## src/rtl/rsa_pkg.sv

```systemverilog
// Shared types and constants for the ring staging allocator.
// Holds the command and result beat structs and the field widths.
// No dependencies; every other file imports this package.
package rsa_pkg;

	localparam int OFFSET_BITS = 24;
	localparam int SIZE_W      = OFFSET_BITS + 1;
	localparam int ALIGN_W     = 17;
	localparam int WASTE_W     = 40;
	localparam int COUNT_W     = 32;

	localparam logic [SIZE_W-1:0]  REGION_CAP      = SIZE_W'(1) << OFFSET_BITS;
	localparam logic [COUNT_W-1:0] FRAG_WRAP_LIMIT = COUNT_W'(10);

	localparam logic ACT_ALLOC = 1'b0;
	localparam logic ACT_RESET = 1'b1;

	typedef struct packed {
		logic               action;
		logic [SIZE_W-1:0]  request_size;
		logic [ALIGN_W-1:0] alignment;
	} cmd_beat_t;

	typedef struct packed {
		logic                   granted;
		logic [OFFSET_BITS-1:0] offset;
		logic [WASTE_W-1:0]     wasted_bytes;
		logic [COUNT_W-1:0]     wraps;
		logic [SIZE_W-1:0]      largest_free;
		logic [COUNT_W-1:0]     alloc_requests;
		logic [COUNT_W-1:0]     failed_requests;
		logic                   fragmentation_critical;
		logic                   under_pressure;
	} result_beat_t;

	typedef struct packed {
		logic frag;
		logic press;
	} health_t;

endpackage

```

## src/rtl/rsa_rem_unit.sv

```systemverilog
// Iterative remainder unit: one restoring step per cycle, one dividend bit each.
// Computes dividend mod divisor for the align-up of the ring offset.
// Depends on rsa_pkg for the field widths.
module rsa_rem_unit (
	input  logic                       clk,
	input  logic                       arst_n,
	input  logic                       start,
	input  logic [rsa_pkg::SIZE_W-1:0]  dividend,
	input  logic [rsa_pkg::ALIGN_W-1:0] divisor,
	output logic                       done,
	output logic [rsa_pkg::ALIGN_W-1:0] remainder
);
	import rsa_pkg::*;

	localparam int CNT_W = $clog2(SIZE_W);

	logic               active_q;
	logic               done_q;
	logic [CNT_W-1:0]   cnt_q;
	logic [SIZE_W-1:0]  dvd_q;
	logic [ALIGN_W-1:0] dsr_q;
	logic [ALIGN_W-1:0] rem_q;
	logic [ALIGN_W:0]   trial;
	logic [ALIGN_W-1:0] rem_nxt;

	// The partial remainder stays below the divisor, so one extra bit holds the trial.
	always_comb begin
		trial = {rem_q, dvd_q[SIZE_W-1]};
		if (trial >= {1'b0, dsr_q}) begin
			rem_nxt = ALIGN_W'(trial - {1'b0, dsr_q});
		end else begin
			rem_nxt = trial[ALIGN_W-1:0];
		end
	end

	always_ff @(posedge clk or negedge arst_n) begin
		if (!arst_n) begin
			active_q <= 1'b0;
			done_q   <= 1'b0;
			cnt_q    <= '0;
		end else begin
			done_q <= 1'b0;
			if (start) begin
				active_q <= 1'b1;
				cnt_q    <= '0;
			end else if (active_q) begin
				cnt_q <= cnt_q + CNT_W'(1);
				if (cnt_q == CNT_W'(SIZE_W - 1)) begin
					active_q <= 1'b0;
					done_q   <= 1'b1;
				end
			end
		end
	end

	always_ff @(posedge clk) begin
		if (start) begin
			dvd_q <= dividend;
			dsr_q <= divisor;
			rem_q <= '0;
		end else if (active_q) begin
			dvd_q <= {dvd_q[SIZE_W-2:0], 1'b0};
			rem_q <= rem_nxt;
		end
	end

	assign done      = done_q;
	assign remainder = rem_q;

endmodule

```

## src/rtl/rsa_health.sv

```systemverilog
// Health flag logic: fragmentation and pressure from the running totals.
// The ratio tests are exact integer compares built from shifts and adds.
// Depends on rsa_pkg for widths and the health_t struct.
module rsa_health (
	input  logic [rsa_pkg::SIZE_W-1:0]  region,
	input  logic [rsa_pkg::WASTE_W-1:0] waste_total,
	input  logic [rsa_pkg::COUNT_W-1:0] wrap_total,
	input  logic [rsa_pkg::COUNT_W-1:0] request_total,
	input  logic [rsa_pkg::COUNT_W-1:0] failure_total,
	output rsa_pkg::health_t            health
);
	import rsa_pkg::*;

	logic [WASTE_W+3:0] waste_x10;
	logic [SIZE_W+1:0]  region_x3;
	logic [COUNT_W+3:0] fail_x10;
	logic               frag;

	always_comb begin
		waste_x10 = ({4'b0, waste_total} << 3) + ({4'b0, waste_total} << 1);
		region_x3 = ({2'b0, region} << 1) + {2'b0, region};
		fail_x10  = ({4'b0, failure_total} << 3) + ({4'b0, failure_total} << 1);
		frag = (region != '0) &&
		       ((waste_x10 > (WASTE_W+4)'(region_x3)) || (wrap_total > FRAG_WRAP_LIMIT));
		health.frag  = frag;
		health.press = (request_total != '0) &&
		               ((fail_x10 > (COUNT_W+4)'(request_total)) || frag);
	end

endmodule

```

## src/rtl/ring_staging_allocator_unit.sv

```systemverilog
// Top level of the ring staging allocator: sequencer, allocator state and result register.
// Uses rsa_rem_unit for the align-up remainder and rsa_health for the flags.
// Depends on rsa_pkg.
//
// Usage:
//   A command beat on cmd is taken at a rising edge where start is high and busy
//   is low. busy stays high until the result beat has been produced.
//   Each command gives exactly one result beat on result, shown for one cycle with
//   done high. The receiver cannot stall; it must take the beat in that cycle.
//   cfg_we with cfg_data writes region_size (capped at 2^24); write it only while
//   busy is low.
// Sequencing:
//   An allocate that reaches the align step runs the remainder unit, one dividend
//   bit per cycle, until it reports done, then steps through ST_CALC, ST_UPD and
//   ST_FLAG before done rises. A reset action, or an allocate with zero size or
//   no region, skips the remainder unit and goes straight to ST_FLAG before done
//   rises. A new command can be taken in the cycle done is high; commands are
//   handled one at a time, and no new one is taken while busy is high.
// Reset:
//   arst_n clears region_size, the offset, all totals and the sequencer.
module ring_staging_allocator_unit (
	input  logic                       clk,
	input  logic                       arst_n,
	input  logic                       start,
	output logic                       busy,
	input  rsa_pkg::cmd_beat_t         cmd,
	output logic                       done,
	output rsa_pkg::result_beat_t      result,
	input  logic                       cfg_we,
	input  logic [rsa_pkg::SIZE_W-1:0] cfg_data
);
	import rsa_pkg::*;

	typedef enum logic [4:0] {
		ST_IDLE = 5'b00001,
		ST_DIV  = 5'b00010,
		ST_CALC = 5'b00100,
		ST_UPD  = 5'b01000,
		ST_FLAG = 5'b10000
	} state_t;

	state_t             state_q;
	logic [SIZE_W-1:0]  region_q;
	logic [SIZE_W-1:0]  next_offset_q;
	logic [WASTE_W-1:0] waste_total_q;
	logic [COUNT_W-1:0] wrap_total_q;
	logic [SIZE_W-1:0]  free_tail_max_q;
	logic [COUNT_W-1:0] request_total_q;
	logic [COUNT_W-1:0] failure_total_q;

	logic [SIZE_W-1:0]  size_q;
	logic [ALIGN_W-1:0] align_q;
	logic [SIZE_W:0]    aligned_q;
	logic [ALIGN_W-1:0] pad_q;
	logic [SIZE_W+1:0]  end_q;
	logic               fits_q;
	logic               granted_q;
	logic [SIZE_W:0]    offset_q;
	logic               done_q;
	result_beat_t       result_q;

	logic               accept;
	logic               div_start;
	logic               div_done;
	logic [ALIGN_W-1:0] remainder;
	logic [ALIGN_W-1:0] align_eff;
	logic [ALIGN_W-1:0] pad;
	logic [SIZE_W:0]    aligned;
	logic [SIZE_W+1:0]  end_sum;
	logic [SIZE_W:0]    tail_waste;
	logic [SIZE_W:0]    waste_add;
	logic [SIZE_W+1:0]  end_upd;
	logic [SIZE_W:0]    start_upd;
	logic               ok_upd;
	logic [WASTE_W:0]   waste_sum;
	logic [SIZE_W+1:0]  tail;
	health_t            health;

	assign accept    = start && (state_q == ST_IDLE);
	assign align_eff = (cmd.alignment == '0) ? ALIGN_W'(1) : cmd.alignment;
	assign div_start = accept && (cmd.action == ACT_ALLOC) &&
	                   (region_q != '0) && (cmd.request_size != '0);

	rsa_rem_unit u_rem (
		.clk       (clk),
		.arst_n    (arst_n),
		.start     (div_start),
		.dividend  (next_offset_q),
		.divisor   (align_eff),
		.done      (div_done),
		.remainder (remainder)
	);

	rsa_health u_health (
		.region        (region_q),
		.waste_total   (waste_total_q),
		.wrap_total    (wrap_total_q),
		.request_total (request_total_q),
		.failure_total (failure_total_q),
		.health        (health)
	);

	// Align-up: add the distance from the remainder to the next multiple.
	always_comb begin
		pad     = (remainder == '0) ? '0 : ALIGN_W'(align_q - remainder);
		aligned = {1'b0, next_offset_q} + (SIZE_W+1)'(pad);
		end_sum = {1'b0, aligned} + (SIZE_W+2)'(size_q);
	end

	// On a wrap the skipped tail counts as waste, unless the region has shrunk
	// below the current offset.
	always_comb begin
		tail_waste = (region_q > next_offset_q) ? (SIZE_W+1)'(region_q - next_offset_q) : '0;
		if (fits_q) begin
			ok_upd    = 1'b1;
			start_upd = aligned_q;
			end_upd   = end_q;
			waste_add = (SIZE_W+1)'(pad_q);
		end else begin
			ok_upd    = (size_q <= region_q);
			start_upd = '0;
			end_upd   = (SIZE_W+2)'(size_q);
			waste_add = (SIZE_W+1)'(pad_q) + tail_waste;
		end
		waste_sum = {1'b0, waste_total_q} + (WASTE_W+1)'(waste_add);
		tail      = (SIZE_W+2)'(region_q) - end_upd;
	end

	always_ff @(posedge clk or negedge arst_n) begin
		if (!arst_n) begin
			state_q         <= ST_IDLE;
			region_q        <= '0;
			next_offset_q   <= '0;
			waste_total_q   <= '0;
			wrap_total_q    <= '0;
			free_tail_max_q <= '0;
			request_total_q <= '0;
			failure_total_q <= '0;
			done_q          <= 1'b0;
		end else begin
			done_q <= 1'b0;
			if (cfg_we) begin
				region_q <= (cfg_data > REGION_CAP) ? REGION_CAP : cfg_data;
			end
			case (state_q)
				ST_IDLE: begin
					if (accept) begin
						if (cmd.action == ACT_RESET) begin
							next_offset_q   <= '0;
							waste_total_q   <= '0;
							free_tail_max_q <= region_q;
							state_q         <= ST_FLAG;
						end else begin
							if (request_total_q != '1) begin
								request_total_q <= request_total_q + COUNT_W'(1);
							end
							if (div_start) begin
								state_q <= ST_DIV;
							end else begin
								if (failure_total_q != '1) begin
									failure_total_q <= failure_total_q + COUNT_W'(1);
								end
								state_q <= ST_FLAG;
							end
						end
					end
				end
				ST_DIV: begin
					if (div_done) begin
						state_q <= ST_CALC;
					end
				end
				ST_CALC: begin
					state_q <= ST_UPD;
				end
				ST_UPD: begin
					if (!fits_q && (wrap_total_q != '1)) begin
						wrap_total_q <= wrap_total_q + COUNT_W'(1);
					end
					if (ok_upd) begin
						waste_total_q <= waste_sum[WASTE_W] ? '1 : waste_sum[WASTE_W-1:0];
						if (SIZE_W'(tail) > free_tail_max_q) begin
							free_tail_max_q <= SIZE_W'(tail);
						end
						next_offset_q <= end_upd[SIZE_W-1:0];
					end else if (failure_total_q != '1) begin
						failure_total_q <= failure_total_q + COUNT_W'(1);
					end
					state_q <= ST_FLAG;
				end
				ST_FLAG: begin
					done_q  <= 1'b1;
					state_q <= ST_IDLE;
				end
				default: begin
					state_q <= ST_IDLE;
				end
			endcase
		end
	end

	// Datapath registers for the command in flight.
	always_ff @(posedge clk) begin
		if (accept) begin
			size_q    <= cmd.request_size;
			align_q   <= align_eff;
			granted_q <= (cmd.action == ACT_RESET);
			offset_q  <= '0;
		end
		if (state_q == ST_CALC) begin
			pad_q     <= pad;
			aligned_q <= aligned;
			end_q     <= end_sum;
			fits_q    <= (end_sum <= (SIZE_W+2)'(region_q));
		end
		if (state_q == ST_UPD) begin
			granted_q <= ok_upd;
			offset_q  <= ok_upd ? start_upd : '0;
		end
		if (state_q == ST_FLAG) begin
			result_q.granted                <= granted_q;
			result_q.offset                 <= offset_q[OFFSET_BITS-1:0];
			result_q.wasted_bytes           <= waste_total_q;
			result_q.wraps                  <= wrap_total_q;
			result_q.largest_free           <= free_tail_max_q;
			result_q.alloc_requests         <= request_total_q;
			result_q.failed_requests        <= failure_total_q;
			result_q.fragmentation_critical <= health.frag;
			result_q.under_pressure         <= health.press;
		end
	end

	assign busy   = (state_q != ST_IDLE);
	assign done   = done_q;
	assign result = result_q;

endmodule

```

## config.mk

```make
export PLATFORM = sky130hd
export DESIGN_NAME = ring_staging_allocator_unit
export DESIGN_NICKNAME = d
export VERILOG_FILES = /design/src/rtl/rsa_pkg.sv /design/src/rtl/rsa_rem_unit.sv /design/src/rtl/rsa_health.sv /design/src/rtl/ring_staging_allocator_unit.sv
export SDC_FILE = /design/constraint.sdc
export NUM_CORES = 2
export LEC_CHECK = 0
export BUFFER_PORTS_ARGS = -buffer_cell sky130_fd_sc_hd__buf_2
export CAP_MARGIN = 20
export CORE_MARGIN = 2
export CORE_UTILIZATION = 48
export DETAILED_ROUTE_END_ITERATION = 12
export GPL_TIMING_DRIVEN = 0
export PLACE_DENSITY_LB_ADDON = 0.3
export SETUP_SLACK_MARGIN = 0.3
export SLEW_MARGIN = 10
export SYNTH_ARGS = -nofsm -noshare
export SYNTH_HDL_FRONTEND = slang
export SYNTH_SLANG_ARGS = --single-unit
```

## constraint.sdc

```tcl
create_clock -name clk -period 17.5 [get_ports clk]
set_input_delay 0.875 -clock clk [delete_from_list [all_inputs] [get_ports clk]]
set_output_delay 0.875 -clock clk [all_outputs]
set_load 0.005 [all_outputs]
```

==> metrics.md <==
| Metric | Value |
|---|---|
| Most used cell along the critical path | `a21oi_1` |
| Synth top area share | `28.41%` |
| Worst Skew | `between 0.02 and 0.025 ns` |
| Post-layout nets | `4637` |
| Syn Area/Cell | `10.16 sq um` |
| Synth Net Count | `between 4000 and 5000` |
| Synth Warn # | `0` |
| Post-synthesis cell type count | `81` |
| Slew HR | `18.77%` |
| Fin Setup TNS | `0 ns` |
| R2R setup slack | `a little over 7 ns` |
| Synth async-reset ratio | `37.02%` |
| Peak Freq | `between 90 and 100 MHz` |
| CTS resizes | `0` |
| Final Hold Violating Endpoints | `0` |
| Core area | `between 70000 and 80000 sq um` |
| Hpwl dp | `between 80 and 90 mm` |
| Clock Root Buffer | `clkbuf_16` |
| Slew Viols, Final | `0` |
| Post-DRT Antenna Nets | `0` |
| RSZ-0062 raised after global routing | `false` |
| Worst Path Buf+Inv | `6` |
| WP data required | `17.97 ns` |
| Post-CTS Setup Bufs | `0` |
| Critical Path Sink Type | `flip-flop` |
| Leading register cell type out of synthesis | `edfxtp_1` |
| H-tree depth | `3` |
| WS Path Type | `reg2reg` |
| Synth top cells by count | `411 x ha_1, 364 x edfxtp_1, 274 x nand2_1` |
| Die span in x | `287.1 um` |
| Worst-skew pair later-pin latency | `0.62 ns` |
| Vias in the first global route | `around 29000` |
| Total GRT Usage | `between 20 and 30%` |
| Sequential share of power | `about 33%` |
| Count leader, synth | `ha_1` |
| Worst setup margin | `between 7 and 8 ns` |
| Worst Path Max Fanout | `10` |
| Initial antenna violation count | `3` |
| Cell Rows | `slightly above 100` |
| Die Span Y | `287.1 um` |
| Clk sinks | `just over 600` |
| CTS Hold Bufs | `0` |
| Total of max-cap violations | `0` |
| CTS tree | `yes` |
| Port Buf Inserts | `about 260` |
| Status | `finished, final reports clean` |
| Final min period | `just over 10 ns` |
| Sw Pwr | `around 2.3 mW` |
| Number of synthesized flops with an enable pin | `between 300 and 400` |
| Net Sw Frac | `37.75%` |
| Core Util, Final | `a little under three fifths` |
| Max VDD drop | `approximately 0.15 mV` |
| Share of cells above drive strength 1 | `10.62%` |
| CP max stage cell | `o41ai_2` |
| GPL Wtd Cong | `between 0.9 and 1` |
| Lkg Pwr | `19.77 nW` |
| Crit path launch | `region_q[0]` |
| Sequential share of the synthesized area | `a little over two fifths` |
| # DRC | `0` |
| Largest net degree at the start of global routing | `between 80 and 90` |
| Worst r2r src | `region_q[0]` |
| Critical R2R Capture | `waste_total_q[22]` |
| Internal power component | `roughly 3.8 mW` |
| DRT iter0 DRCs | `about 2400` |
| Comb pwr share | `42.4%` |
| DRT Pass-1 Iters | `6` |
| Area leader, netlist | `edfxtp_1` |
| FF+latch count, synth | `between 600 and 700` |
| Total CTS buffers | `69` |
| First-pass GRT wire length | `about 160 mm` |
| Final WL | `between 100 and 150 mm` |
| Post-Syn Area | `38480 sq um` |
| Worst-path clk slew | `approximately 0.070 ns` |
| Initial core utilization | `48.63%` |
| Num ports | `about 260` |
| Final setup violation count | `0` |
| Worst path top cell family by delay | `compound AO/OA/AOI/OAI gates` |
| Layout area overhead | `13.77%` |
| Post-DR vias/cell | `5.804` |
| Mapped Cells | `about 3800` |
| Hold_ws | `roughly 0.2 ns` |
| Critical Path Source Type | `flip-flop` |
| Synth top area cells | `edfxtp_1 28%, dfrtp_1 15%, ha_1 13%` |
| Drt wl/cell | `between 20 and 25 um` |
| Via Count | `30479` |
| Power Dens Cells | `about 140 nW/um^2` |
| Die ar. | `between 80000 and 90000 sq um` |
| CP max stage delay | `around 0.66 ns` |
| Slew @ Worst Pin | `between 1 and 1.5 ns` |
| Grt total ovfl | `0` |
| CP arrival | `10.81 ns` |
| FF-to-FF path depth | `38` |
| Clock buffer depth | `3` |
| Placed cells | `approximately 5100` |
| Pre-CTS setup slack | `between 7 and 8 ns` |
| HP Class | `in2async` |
| Clock network power share | `about a quarter` |
| Non-filler cells, final | `between 5000 and 6000` |
| Final period util | `between 50 and 60%` |
-- per-stage QoR --
| stage | total power, mW | cell area [sq um] |
|---|---|---|
| 4_1_cts | 6.117 | 43750 |
| 3_3_place_gp | 4.586 | 41100 |
| 5_1_grt | 6.524 | 43780 |
| 2_1_floorplan | 3.852 | 38480 |
| 6_report | 6.121 | 43780 |
| 3_5_place_dp | 4.577 | 41370 |
-- routing by layer --
layer / vias to the layer above / global-route usage [%] / share of wire, %
met5: - / 0 / 0.0093
met4: 2 / 10.76 / 4.4
met3: 218 / 3.294 / 5.8
met2: 983 / 42.21 / 46
met1: 14587 / 34.58 / 44
li1: 14689 / - / -
-- worst max-delay path by stage --
stage | to | depth (start not counted)
floorplan | done | 2
global placement | done | 2
detailed placement | waste_total_q[10] | 38
CTS | waste_total_q[22] | 38
global route | waste_total_q[17] | 38
finish | waste_total_q[22] | 38
-- registers in the layout (all words and copies together), names as in the netlist, 25 cells and up --
| name | flops |
|---|---|
| next_offset_q | 25 |
| free_tail_max_q | 25 |
| u_rem.dvd_q | 25 |
| region_q | 25 |
| end_q | 25 |
| failure_total_q | 32 |
| request_total_q | 32 |
| size_q | 25 |
| result | 188 |
| waste_total_q | 40 |
| wrap_total_q | 32 |
-- worst reg2reg max path: cells and delay by family (launching register included) --
family | cells | cell delay (ns)
AO/OA/AOI/OAI | 22 | 5.61
XOR/XNOR | 1 | 0.08
adder cells (fa/ha/maj) | 5 | 1.65
buffers and inverters | 6 | 1.84
flip-flops | 1 | 0.55
AND/OR/NAND/NOR | 4 | 0.46
-- power by group through the flow --
stage,sequential [mW],combinational [mW],clock (mW)
floorplan,2.02,1.83,0
CTS,2.01,2.57,1.54
detailed placement,2.03,2.54,0
finish,2.01,2.60,1.52
global route,2.03,2.90,1.60
global placement,2.11,2.48,0
-- cell type report --
type | count | area [sq um]
timing repair buffer | 286 | 1587
buffer | 93 | 350.3
antenna | 3 | 7.507
clock buffer | 98 | 2022
fill | 6985 | 35350
sequential | 605 | 16880
multi-input combinational | 2853 | 20380
inverter | 235 | 882.1
tap | 1050 | 1314
clock inverter | 28 | 359.1
-- placed cells by master, fill, tap and decap left out, types with 78 or more instances in the layout --
cell / synthesis / layout
xnor2_1: 212 / 212
mux2i_1: 78 / 78
edfxtp_1: 364 / 364
nand3_1: 112 / 112
nand2_1: 274 / 274
xor2_1: 99 / 99
inv_1: 234 / 233
a21oi_1: 228 / 228
clkbuf_1: 88 / 103
o21ai_0: 262 / 262
buf_2: 0 / 261
a21o_1: 126 / 126
ha_1: 411 / 411
nor2_1: 243 / 243
dfrtp_1: 223 / 223
-- cell families (layout without fill, tap and decap cells) --
group           after synthesis  in the layout  share of synthesized area [%]
simple gates               1095           1095                          14.15
compound gates              939            939                          15.51
flops                       605            605                          43.86
fa+ha+maj                   422            422                          13.94
buf+inv                     328            740                          3.199
xor+xnor                    311            311                          7.079
mux                          86             86                          2.263
other cells                   0              3                              0
Power figures use the tool's default switching activity.
